===== src/hw/rtl/noc_router_output_port_select_top_macros.svh =====
// Assertion helpers used by nrps_back.
`ifndef NOC_ROUTER_OUTPUT_PORT_SELECT_TOP_MACROS_SVH
`define NOC_ROUTER_OUTPUT_PORT_SELECT_TOP_MACROS_SVH

// Same-cycle implication, disabled while reset is asserted.
`define NRPS_ASSERT_IMP(label, clk, rstn, ante, cons) \
    label: assert property (@(posedge clk) disable iff (!(rstn)) (ante) |-> (cons)) \
        else $error("routing unit assertion failed");

// Next-cycle implication, disabled while reset is asserted.
`define NRPS_ASSERT_NXT(label, clk, rstn, ante, cons) \
    label: assert property (@(posedge clk) disable iff (!(rstn)) (ante) |=> (cons)) \
        else $error("routing unit assertion failed");

`endif


===== src/hw/rtl/nrps_pkg.sv =====
package nrps_pkg;

    localparam int NUM_VNETS_DEF = 4;
    localparam int NUM_LINKS_DEF = 16;
    localparam int DEST_BITS_DEF = 64;

    localparam int QUEUE_DEPTH = 2;
    localparam int DIV_STEPS   = 16;

    localparam logic [1:0] OP_ROUTE  = 2'd0;
    localparam logic [1:0] OP_WR_SET = 2'd1;
    localparam logic [1:0] OP_WR_WT  = 2'd2;
    localparam logic [1:0] OP_NONE   = 2'd3;

    localparam logic [1:0] MODE_TABLE = 2'd0;
    localparam logic [1:0] MODE_XY    = 2'd1;
    localparam logic [1:0] MODE_RING  = 2'd2;
    localparam logic [1:0] MODE_SPARE = 2'd3;

    localparam logic [2:0] REG_ROUTING_MODE    = 3'd0;
    localparam logic [2:0] REG_NODE_ID         = 3'd1;
    localparam logic [2:0] REG_MESH_COLUMNS    = 3'd2;
    localparam logic [2:0] REG_RING_SIZE       = 3'd3;
    localparam logic [2:0] REG_ORDERED_VNETS   = 3'd4;
    localparam logic [2:0] REG_LINKS_IN_USE    = 3'd5;
    localparam logic [2:0] REG_DIRECTION_PORTS = 3'd6;

    typedef enum logic [2:0] {
        CMD_WR_SET,
        CMD_WR_WT,
        CMD_TABLE,
        CMD_XY,
        CMD_RING
    } cmd_kind_t;

    typedef struct packed {
        cmd_kind_t   kind;
        logic [1:0]  vnet;
        logic [3:0]  link;
        logic [63:0] dest_set;
        logic [7:0]  weight;
        logic [7:0]  dst_node;
    } cmd_t;

    typedef struct packed {
        logic clearing;
    } back_status_t;

    typedef enum logic [3:0] {
        ST_CLEAR,
        ST_IDLE,
        ST_SCAN1,
        ST_EVAL,
        ST_PICK,
        ST_SCAN2,
        ST_DIV1,
        ST_DIV2,
        ST_OUT
    } st_t;

endpackage


===== src/hw/rtl/nrps_fifo.sv =====
module nrps_fifo import nrps_pkg::*; (
    input  logic aclk,
    input  logic aresetn,
    input  logic push,
    input  cmd_t push_cmd,
    input  logic pop,
    output logic valid,
    output logic full,
    output cmd_t head
);

    localparam int PW = (QUEUE_DEPTH > 1) ? $clog2(QUEUE_DEPTH) : 1;
    localparam int CW = $clog2(QUEUE_DEPTH + 1);

    cmd_t          entry_reg [QUEUE_DEPTH];
    logic [PW-1:0] wr_ptr_reg, wr_ptr_next;
    logic [PW-1:0] rd_ptr_reg, rd_ptr_next;
    logic [CW-1:0] count_reg, count_next;

    assign valid = count_reg != '0;
    assign full  = 32'(count_reg) == QUEUE_DEPTH;
    assign head  = entry_reg[rd_ptr_reg];

    always_comb begin
        wr_ptr_next = wr_ptr_reg;
        rd_ptr_next = rd_ptr_reg;
        count_next  = count_reg;
        if (push) begin
            wr_ptr_next = (32'(wr_ptr_reg) == QUEUE_DEPTH - 1) ? '0 : wr_ptr_reg + 1'b1;
        end
        if (pop) begin
            rd_ptr_next = (32'(rd_ptr_reg) == QUEUE_DEPTH - 1) ? '0 : rd_ptr_reg + 1'b1;
        end
        if (push && !pop) begin
            count_next = count_reg + 1'b1;
        end else if (pop && !push) begin
            count_next = count_reg - 1'b1;
        end
    end

    always_ff @(posedge aclk) begin
        if (!aresetn) begin
            wr_ptr_reg <= '0;
            rd_ptr_reg <= '0;
            count_reg  <= '0;
        end else begin
            wr_ptr_reg <= wr_ptr_next;
            rd_ptr_reg <= rd_ptr_next;
            count_reg  <= count_next;
        end
    end

    always_ff @(posedge aclk) begin
        if (push) begin
            entry_reg[wr_ptr_reg] <= push_cmd;
        end
    end

endmodule


===== config.mk =====
export PLATFORM = sky130hd
export DESIGN_NAME = nrps_fifo
export DESIGN_NICKNAME = d
export VERILOG_FILES = /design/src/hw/rtl/noc_router_output_port_select_top_macros.svh /design/src/hw/rtl/nrps_pkg.sv /design/src/hw/rtl/nrps_fifo.sv
export SDC_FILE = /design/constraint.sdc
export NUM_CORES = 1
export LEC_CHECK = 0
export BUFFER_PORTS_ARGS = -buffer_cell sky130_fd_sc_hd__buf_4
export CORE_MARGIN = 3
export CORE_UTILIZATION = 56
export DETAILED_ROUTE_END_ITERATION = 10
export GPL_ROUTABILITY_DRIVEN = 0
export PLACE_DENSITY = 0.83
export SYNTH_ARGS = -nofsm -noshare
export SYNTH_HDL_FRONTEND = slang
export SYNTH_SLANG_ARGS = --single-unit

===== constraint.sdc =====
create_clock -name aclk -period 13 [get_ports aclk]
set_clock_uncertainty 0.1 [all_clocks]
set_input_delay 0.65 -clock aclk [delete_from_list [all_inputs] [get_ports aclk]]
set_output_delay 0.65 -clock aclk [all_outputs]
set_load 0.005 [all_outputs]

Yosys cells after proc, flatten, opt, wreduce, memory -nomap -nowiden
Memories as Yosys holds them, arrays and structs flattened. A register that Yosys moved wholly into a read port is not among the register bits.
Cells that the tools add are included.

storage, ports and cells
  memories = 1
  output and inout bits = 91
  latch bits = 0
  RAM bits = 178
  word-level logic and storage cells = 23
  flip-flop bits (word level) = 4
  memory bits (read-only) = 0

memory list
  name       words  width  read ports  clocked after memory_dff  write ports  line             RTL
  entry_reg  2      89     1           1                         1            nrps_fifo.sv:15  cmd_t entry_reg [QUEUE_DEPTH];

cells by class
  shift operators = 0
  magnitude comparators = 0
  muxes and demuxes = 8
  multipliers = 0
  reduce and logical (&&, ||, !) cells = 6
  divide/modulo/power cells = 0
  add/sub/neg operators = 4
  bitwise logic cells = 0
  equality and inequality tests = 1

operator list
  cell                   number
  $mux W1                6
  $mux W2                2
  $reduce_bool A2 Y1     2
  $add A1 B1 Y1 const B  2
  $add A2 B1 Y2 const B  1
  $eq A2 B2 Y1 const B   1
  $logic_and A1 B1 Y1    2
  $logic_not A1 Y1       2
  $sub A2 B1 Y2 const B  1

Depth between registers and ports, before layout
  depth in word-level cells = 4
  depth in mapped cells = 5
  mapped depth without buffers = 5

Least setup slack after synthesis
Ideal clock, no wire load.

  kind = input port to flip-flop
  start point = input push
  end point = memory entry_reg[0][0] (netlist bit), enable pin
  data required time = 12.352 ns
  slack = 7.788 ns
  cell stages on the path = 1
  data arrival time = 4.563 ns
  cell sequence = nor2b_1

between the ends
  cells in the longest elaborated chain, start to end = 2

RTL lines
  what                           line             RTL
  from (decl)                    nrps_fifo.sv:4   input logic push,
  $mux W1                        nrps_fifo.sv:54  if (push) begin
  $mux W1 (not written as such)  nrps_fifo.sv:55  entry_reg[wr_ptr_reg] <= push_cmd;
  to (decl)                      nrps_fifo.sv:15

Every way passes these cells.

==> out/qor.yml <==
status:
  outcome: "finished, final reports clean"
floorplan:
  pin_count: 184
  rows: 39
  die_x_microns: 115.2
  initial_utilization_pct: 57.94
  fp.coreArea_sq_um: 11520
  fp.dieH_microns: 115.2
  die_area_sq_um: 13260
cts:
  cts-resized-gates: 0
  htree_levels: 4
  numCtsBuffers: 17
  clock_latency_ns: 0.41
  clock-sinks: 183
  tritoncts: "done"
  postCtsSetupBuffers: 0
  ctsHoldBuffers: 0
  clk_path_buf_depth: 2
  clk_pin_slew_ns: 0.06
  clockRootBuffer: "clkbuf_16"
layout:
  stdcell_count: 650
  antenna_cells: 0
  largest_reg_flops: 178
  fillers: 666
  nets: 588
  syn_to_final_growth_pct: 30.62
  drive_above_1_share_pct: 59.57
global_routing:
  grt_util_all_layers_pct: 18.77
  antenna_found_initial: 0
  grt_pass1_vias: 3498
  grt_max_degree: 70
  grt_pass1_wl_microns: 18380
  grt-ovfl-total: 0
worst_setup_path:
  required_ns: 12.25
  critical_path_class: "flop to output pin"
  worstPathArrival_ns: 2.36
  worstPathMaxFanout: 69
  rrSetupSlack_ns: 10.75
  end_kind: "output pin"
  crit_path_start_kind: "flop"
synth:
  yosysUniqueCellTypes: 17
  yosys_warnings: 0
  synthArstFlopShare_pct: 0
  ys_seq_elements: 183
  synth.cell_area_sq_um: 6673
  synthTopCellsByArea: "edfxtp_1, mux2_2, mux2_4"
  seq_area_frac_synth_pct: 81.61
  synth_common_cells: "edfxtp_1, mux2_2, mux2_4, buf_2, dfxtp_1"
  post_synth.cell_area_avg_sq_um: 22.32
  yosys.area.top_type: "edfxtp_1"
  synth_flop_cell: "edfxtp_1"
  synth_top_area_share_pct: 80.11
  syn_nets: 393
  synth_edf_count: 178
  yosysMostFrequentCell: "edfxtp_1"
  synthCells: 299
flow_run:
  maxCapViolCount: 0
drt:
  ant_nets: 0
  wl_per_cell_microns: 18.99
  drc: 0
  drt_iter0_drc: 196
  via_count: 3391
  vias_per_cell: 5.217
  drt_pass1_iterations: 4
  routed_wl_microns: 12340
power_and_ir_drop:
  leakage_uw: 0.003291
  ir_drop_uv: 113.9
  powerDensity_nw_per_um2: 148.0
timing:
  setup_tns_ns: 0
  finalCritPeriodShare_pct: 23.91
  setup_viol: 0
  max_freq_mhz: 321.7
  finalCriticalPeriod_ns: 3.108
  relSlewSlack_pct: 35.25
  drv_slew: 0
  worst_pin_slew_ns: 0.9713
  hold_violations: 0
  rsz0062_at_grt: "false"
place:
  dp_hpwl_microns: 8144
  port_buffers: 183
  place_inst: 618
hold_path:
  hp-class: "primary input to flop"
-- worst paths after layout --
| path | from | end | depth (start not counted) |
|---|---|---|---|
| min reg2reg | count_reg[1]$_SDFFE_PN0P_ | count_reg[1]$_SDFFE_PN0P_ | 2 |
| max | flop | head[43] | 3 |
| min | push_cmd[50] | entry_reg[0][50]$_DFFE_PP_ | 1 |
| max reg2reg | wr_ptr_reg$_SDFFE_PN0P_ | entry_reg[0][48]$_DFFE_PP_ | 2 |
-- routing by layer --
metal / track usage (%) / wire, microns
met1: 24.19 / 5042
met2: 29.48 / 6027
met3: 6.737 / 1023
met4: 7.355 / 251
met5: 0 / 0
-- logic make-up after synthesis --
logic type,share of synthesized area [%]
DFF,81.61
and+or+nand+nor,0.8439
AOI/OAI and AO/OA,0.3000
buffers and inverters,1.087
xor gates and xnor gates,0.3938
adders and majority gates,0.1875
muxes,15.58
-- layout by cell type (no fill, tap or decap), drive strengths merged --
cell,synthesis,routed
inv,1,1
clkinvlp,0,2
clkbuf,0,20
and2,4,4
o21a,1,1
buf,10,186
mux2,89,89
or2,1,1
edfxtp,178,178
xor2,2,2
a21boi,1,1
or3,1,1
bufinv,0,1
o21ai,1,1
clkinv,0,9
xnor2,1,1
ha,1,1
dfxtp,5,5
nor2b,3,3
-- worst max-delay path: stages (launching register included) --
cell     delay (ns)
dfxtp_4        0.52
buf_4          0.78
mux2_2         0.43
buf_4          0.14
-- per-stage QoR --
step	setup slack [ns]	total power [uW]	util, %	cell area [sq um]	hold WS, ns
floorplan	7.788	768.6	-	6673	0.3606
global placement	10.32	842.7	71.14	8193	0.3711
detailed placement	10.27	849.1	71.14	8193	0.3988
CTS	9.872	1302	75.68	8716	0.2959
global route	9.776	1339	75.68	8716	0.2925
finish	9.892	1290	75.68	8716	0.3162
-- layout make-up --
cell class,count,area [sq um],share of cell area [%]
Inverter,1,3.754,0.04307
Clock inverter,12,86.33,0.9905
Multi-Input combinational cell,105,1165,13.36
Tap cell,143,178.9,2.053
Clock buffer,20,436.7,5.010
Sequential cell,183,5449,62.52
Timing Repair Buffer,186,1396,16.02
-- power breakdown --
| group | leakage (uW) | switching, uW | internal [uW] |
|---|---|---|---|
| Clock | 0.000249 | 196 | 259 |
| Combinational | 0.00133 | 57.4 | 85.6 |
| Sequential | 0.00171 | 9.89 | 682 |
Note: power is estimated with default switching activity, not from simulation.
