--- src/hw/rtl/noc_router_output_port_select_top_macros.svh ---
// Assertion helpers used by nrps_back.
`ifndef NOC_ROUTER_OUTPUT_PORT_SELECT_TOP_MACROS_SVH
`define NOC_ROUTER_OUTPUT_PORT_SELECT_TOP_MACROS_SVH

// Same-cycle implication, disabled while reset is asserted.
`define NRPS_ASSERT_IMP(label, clk, rstn, ante, cons) \
    label: assert property (@(posedge clk) disable iff (!(rstn)) (ante) |-> (cons)) \
        else $error("routing unit assertion failed");

// Next-cycle implication, disabled while reset is asserted.
`define NRPS_ASSERT_NXT(label, clk, rstn, ante, cons) \
    label: assert property (@(posedge clk) disable iff (!(rstn)) (ante) |=> (cons)) \
        else $error("routing unit assertion failed");

`endif

--- src/hw/rtl/nrps_pkg.sv ---
package nrps_pkg;

    localparam int NUM_VNETS_DEF = 4;
    localparam int NUM_LINKS_DEF = 16;
    localparam int DEST_BITS_DEF = 64;

    localparam int QUEUE_DEPTH = 2;
    localparam int DIV_STEPS   = 16;

    localparam logic [1:0] OP_ROUTE  = 2'd0;
    localparam logic [1:0] OP_WR_SET = 2'd1;
    localparam logic [1:0] OP_WR_WT  = 2'd2;
    localparam logic [1:0] OP_NONE   = 2'd3;

    localparam logic [1:0] MODE_TABLE = 2'd0;
    localparam logic [1:0] MODE_XY    = 2'd1;
    localparam logic [1:0] MODE_RING  = 2'd2;
    localparam logic [1:0] MODE_SPARE = 2'd3;

    localparam logic [2:0] REG_ROUTING_MODE    = 3'd0;
    localparam logic [2:0] REG_NODE_ID         = 3'd1;
    localparam logic [2:0] REG_MESH_COLUMNS    = 3'd2;
    localparam logic [2:0] REG_RING_SIZE       = 3'd3;
    localparam logic [2:0] REG_ORDERED_VNETS   = 3'd4;
    localparam logic [2:0] REG_LINKS_IN_USE    = 3'd5;
    localparam logic [2:0] REG_DIRECTION_PORTS = 3'd6;

    typedef enum logic [2:0] {
        CMD_WR_SET,
        CMD_WR_WT,
        CMD_TABLE,
        CMD_XY,
        CMD_RING
    } cmd_kind_t;

    typedef struct packed {
        cmd_kind_t   kind;
        logic [1:0]  vnet;
        logic [3:0]  link;
        logic [63:0] dest_set;
        logic [7:0]  weight;
        logic [7:0]  dst_node;
    } cmd_t;

    typedef struct packed {
        logic clearing;
    } back_status_t;

    typedef enum logic [3:0] {
        ST_CLEAR,
        ST_IDLE,
        ST_SCAN1,
        ST_EVAL,
        ST_PICK,
        ST_SCAN2,
        ST_DIV1,
        ST_DIV2,
        ST_OUT
    } st_t;

endpackage

--- src/hw/rtl/nrps_front.sv ---
module nrps_front import nrps_pkg::*; #(
    parameter int NUM_VNETS = NUM_VNETS_DEF,
    parameter int NUM_LINKS = NUM_LINKS_DEF
) (
    input  logic         s_valid,
    output logic         s_ready,
    input  logic [1:0]   s_op,
    input  logic [1:0]   s_vnet,
    input  logic [3:0]   s_link,
    input  logic [63:0]  s_dest_set,
    input  logic [7:0]   s_weight,
    input  logic [7:0]   s_dst_node,
    input  logic [1:0]   routing_mode,
    input  logic [7:0]   node_id,
    input  back_status_t back_status,
    input  logic         q_full,
    output logic         q_push,
    output cmd_t         q_cmd
);

    logic      keep;
    cmd_kind_t kind;

    always_comb begin
        keep = 1'b0;
        kind = CMD_TABLE;
        unique case (s_op)
            OP_WR_SET: begin
                keep = (32'(s_vnet) < NUM_VNETS) && (32'(s_link) < NUM_LINKS);
                kind = CMD_WR_SET;
            end
            OP_WR_WT: begin
                keep = 32'(s_link) < NUM_LINKS;
                kind = CMD_WR_WT;
            end
            OP_ROUTE: begin
                keep = 1'b1;
                if (s_dst_node == node_id) begin
                    kind = CMD_TABLE;
                end else if (routing_mode == MODE_XY) begin
                    kind = CMD_XY;
                end else if (routing_mode == MODE_RING) begin
                    kind = CMD_RING;
                end else begin
                    kind = CMD_TABLE;
                end
            end
            default: begin
                keep = 1'b0;
                kind = CMD_TABLE;
            end
        endcase
    end

    assign s_ready = !q_full && !back_status.clearing;
    assign q_push  = s_valid && s_ready && keep;

    always_comb begin
        q_cmd.kind        = kind;
        q_cmd.vnet        = s_vnet;
        q_cmd.link        = s_link;
        q_cmd.dest_set    = s_dest_set;
        q_cmd.weight      = s_weight;
        q_cmd.dst_node    = s_dst_node;
    end

endmodule

--- config.mk ---
export PLATFORM = sky130hd
export DESIGN_NAME = nrps_front
export DESIGN_NICKNAME = d
export VERILOG_FILES = /design/src/hw/rtl/noc_router_output_port_select_top_macros.svh /design/src/hw/rtl/nrps_pkg.sv /design/src/hw/rtl/nrps_front.sv
export SDC_FILE = /design/constraint.sdc
export NUM_CORES = 1
export LEC_CHECK = 0
export ABC_AREA = 1
export BUFFER_PORTS_ARGS = -buffer_cell sky130_fd_sc_hd__buf_2
export CORE_AREA = 2 2 74 76
export DETAILED_ROUTE_END_ITERATION = 7
export DIE_AREA = 0 0 76 78
export GPL_TIMING_DRIVEN = 0
export PLACE_DENSITY = 0.61
export SLEW_MARGIN = 20
export SYNTH_ARGS = -nofsm -noshare
export SYNTH_HDL_FRONTEND = slang
export SYNTH_SLANG_ARGS = --single-unit
--- constraint.sdc ---
create_clock -name vclk -period 1.1
set_clock_uncertainty 0.15 [all_clocks]
set_input_delay 0.165 -clock vclk [all_inputs]
set_output_delay 0.165 -clock vclk [all_outputs]
set_load 0.02 [all_outputs]
### After elaboration in Yosys (flattened, before gate mapping)

Index checks and enable logic that the tools add are counted.

* flip-flop bits (word level): 0
* bits of input ports: 101
* output and inout bits: 91
* word-level logic and storage cells: 17

* equality and inequality tests: 5
* multiplexer cells: 5
* reduce and logical (&&, ||, !) cells: 7

Operators with widths (count)
* $mux 3: 3
* $pmux 3 s3: 1
* $eq 8x8->1: 1
* $eq 2x1->1 const B: 2
* $eq 2x2->1 const B: 2
* $logic_and 1x1->1: 3
* $reduce_or 3->1: 1
* $logic_not 1->1: 2
* $logic_not 2->1: 1
* $mux 1: 1

### Logic depth before layout (Yosys ltp)

* depth in word-level cells: 5
* gate-level depth with buffers: 9
* depth with buffers taken out: 9

### Worst setup path after synthesis

No wires, ideal clock.

* kind: in2out
* from: in q_full
* to: out q_push
* data arrival time: 0.816 ns
* required time: 0.785 ns
* path slack: -0.031 ns
* stages: 2
* path buffers: 0
* cell sequence: nor2_1 -> and3_1

* cells in the longest elaborated chain, start to end: 4

RTL lines
* start: declaration: line nrps_front.sv:16 `input logic q_full,`
* $logic_not 1->1: line nrps_front.sv:55 `assign s_ready = !q_full && !back_status.clearing;`
* $logic_and 1x1->1: line nrps_front.sv:55
* $logic_and 1x1->1 (2 in series): line nrps_front.sv:56 `assign q_push = s_valid && s_ready && keep;`
* end: declaration: line nrps_front.sv:17 `output logic q_push,`

Every way passes these cells.

==> PnR_summary.wiki <==
{| class="wikitable"
! Metric !! Value
|-
| Routed Antenna Nets || 0
|-
| Library cell appearing most often on the critical path || sky130_fd_sc_hd__nand2_2
|-
| Worst path buffer plus inverter count || 2
|-
| Dpl hpwl || roughly 2.5 mm
|-
| Critical setup path kind || input pin to primary output
|-
| Vias in the first global route || 877
|-
| Highest metal used || met3
|-
| Instance count after placement with tap cells included || 313
|-
| Maximum single-stage delay on the critical path || between 150 and 200 ps
|-
| Gpl congestion || between 0.7 and 0.8
|-
| Final period util || 119%
|-
| Via count normalized by instance count || approximately 3.3
|-
| Worst slack at placement || -338 ps
|-
| Hold_buf cts || 0
|-
| # Max-Cap Violations || 0
|-
| Ports placed on the boundary || around 190
|-
| Synthesized area per cell || roughly 6.5 um2
|-
| Std-Cell Core Area || 5040 um2
|-
| Final worst setup slack || -213 ps
|-
| End of the worst hold path || q_cmd[83]
|-
| Max-slew headroom at the worst pin || approximately nine tenths
|-
| Post-synthesis cell count || 129
|-
| Critical path data arrival time || 1000 ps
|-
| Floorplan die area || ~5900 um2
|-
| Final hold violations || 0
|-
| Yosys warning total || 0
|-
| Horizontal die dimension || approximately 76 um
|-
| Number of DRC markers in iteration 0 || 7
|-
| WL/cell || around 8.6 um
|-
| Detailed-router iteration count before antenna repair || 3
|-
| Largest fanout of any net on the critical path || 2
|-
| Via count || between 1000 and 1500
|-
| Post-synthesis cell type count || 7
|-
| Worst hold path type || input pin to primary output
|-
| Synthesis-to-layout area growth || 92.7%
|-
| Wire length of the first global-routing pass || between 3 and 4 mm
|-
| Largest net degree at the start of global routing || 4
|-
| Routed wire length on met2 || around 1.6 mm
|-
| Transition time at the pin with the least slew margin || between 150 and 200 ps
|-
| P_leak || 1.04 nW
|-
| Worst-case vdd ir drop || about 0.24 mV
|-
| Source of the worst hold timing path || s_link[3]
|-
| Number of DRC violations after detailed routing || 0
|-
| Met3 wirelength from detailed routing || ~360 um
|-
| Sequential fraction of the synthesis area || 0%
|-
| Total global routing overflow || 0
|-
| Final number of setup-violating endpoints || 3
|-
| Routed WL || around 2.7 mm
|-
| Area of the multi-input gates || 220 um2
|-
| Count of non-filler cells in the finished layout || 314
|-
| Placement Rows || 26
|-
| Top achievable clock speed || about 760 MHz
|-
| Critical Path End Type || primary output
|-
| Synthesized netlist net count || 230
|-
| Pwr dens || a little under 500 nW/um2
|-
| Slew Viols, Final || 0
|-
| # diodes || 0
|-
| All-layer global routing usage || under 10%
|-
| Area of the mapped netlist || between 800 and 900 um2
|-
| Fin nets || 347
|-
| Critical Path, Cell by Cell || buf_6 -> xnor2_2 -> nand2_2 -> nor2_4 -> nand2_2 -> nand2_2 -> nand2_1 -> nand2_1 -> buf_6
|-
| Sequential cell count of the final layout || 0
|-
| Critical path's top delay family || simple AND/OR/NAND/NOR gates
|-
| Worst hold stages || 2
|-
| Outcome || finished with violations
|-
| Number of antenna violations at the first check in global routing || 0
|-
| DIE HEIGHT || between 70 and 80 um
|-
| Crit path time final || between 1000 and 1500 ps
|-
| Violated checks || negative setup slack
|-
| Unrepaired setup endpoints after global routing || yes
|-
| Data required time at the worst endpoint || between 700 and 800 ps
|-
| Met1 WL || approximately 750 um
|-
| Layout cells sized above 1 || between 80% and 90%
|-
| Cell with the largest stage delay on the worst path || sky130_fd_sc_hd__xnor2_2
|-
| Filler instances || between 500 and 600
|-
| Hold Slack || 397 ps
|-
| Core occupancy in the finished layout || between 30% and 40%
|-
| Total of clock buffers placed in the layout || 0
|-
| Starting utilization of the core area || about 17%
|-
| Register area || 0 um2
|-
| Type of element launching the critical path || input pin
|-
| Count of input and output buffers || approximately 110
|}
[cell families after synthesis]
| logic type | after synthesis | share of synthesized area, % |
|---|---|---|
| XOR/XNOR | 5 | 5.22 |
| AND/OR/NAND/NOR | 29 | 13.7 |
| buffers and inverters | 95 | 81.0 |
[final cells by class]
type               instances  share of cell area, %
multi-input cells         34                   13.6
well taps                 70                   5.42
repair buffers           115                   38.9
inverters                  9                   2.09
plain buffers             86                   40.0
[layout by cell type, fill, tap and decap left out, drive strengths merged]
cell	n
buf	201
inv	9
and3	1
xnor2	5
nand2	21
nand3b	1
nor2	6
[report_power, final]
| group | total [W] | internal (W) | switching (W) |
|---|---|---|---|
| sequential | 0 | 0 | 0 |
| clock | 0 | 0 | 0 |
| combinational | 0.000780 | 0.000399 | 0.000381 |
[cells in the mapped netlist]
cell                        n  area [um2]
sky130_fd_sc_hd__xnor2_1    5        43.8
sky130_fd_sc_hd__buf_4     86         646
sky130_fd_sc_hd__nor2_1     6        22.5
sky130_fd_sc_hd__and3_1     1        6.26
sky130_fd_sc_hd__inv_1      9        33.8
sky130_fd_sc_hd__nand2_1   21        78.8
sky130_fd_sc_hd__nand3b_1   1        7.51
[how the worst max path moves through the flow]
stage,cells past startpoint,slack (ps),to,startpoint
finish,9,-210,q_cmd[87],s_dst_node[2]
global route,9,-300,q_cmd[87],s_dst_node[2]
CTS,9,-230,q_cmd[87],node_id[3]
detailed placement,9,-340,q_cmd[87],node_id[3]
global placement,9,-340,q_cmd[87],node_id[3]
floorplan,8,20,q_cmd[88],s_dst_node[5]
[routing by layer]
metal | track usage, % | vias up
met2 | 16.4 | 95
met1 | 7.16 | 401
met3 | 2.09 | 0
met4 | 0 | 0
met5 | 0 | -
li1 | - | 526
[stage by stage]
| step | area [um2] | power [W] | setup TNS [ps] |
|---|---|---|---|
| final | 1620 | 0.000780 | -570 |
| after detailed placement | 1500 | 0.000733 | -889 |
| after global routing | 1620 | 0.000833 | -774 |
| after CTS | 1540 | 0.000752 | -617 |
| after floorplan | 841 | 0.000519 | 0 |
| after global placement | 1500 | 0.000728 | -885 |
[timing repair]
action | 4_1_cts | 5_1_grt
setup buffers | 0 | 1
pin swaps | 2 | 10
endpoints found under the setup margin | 3 | 3
resized for setup | 9 | 16
Note: power is estimated with default switching activity, not from simulation.
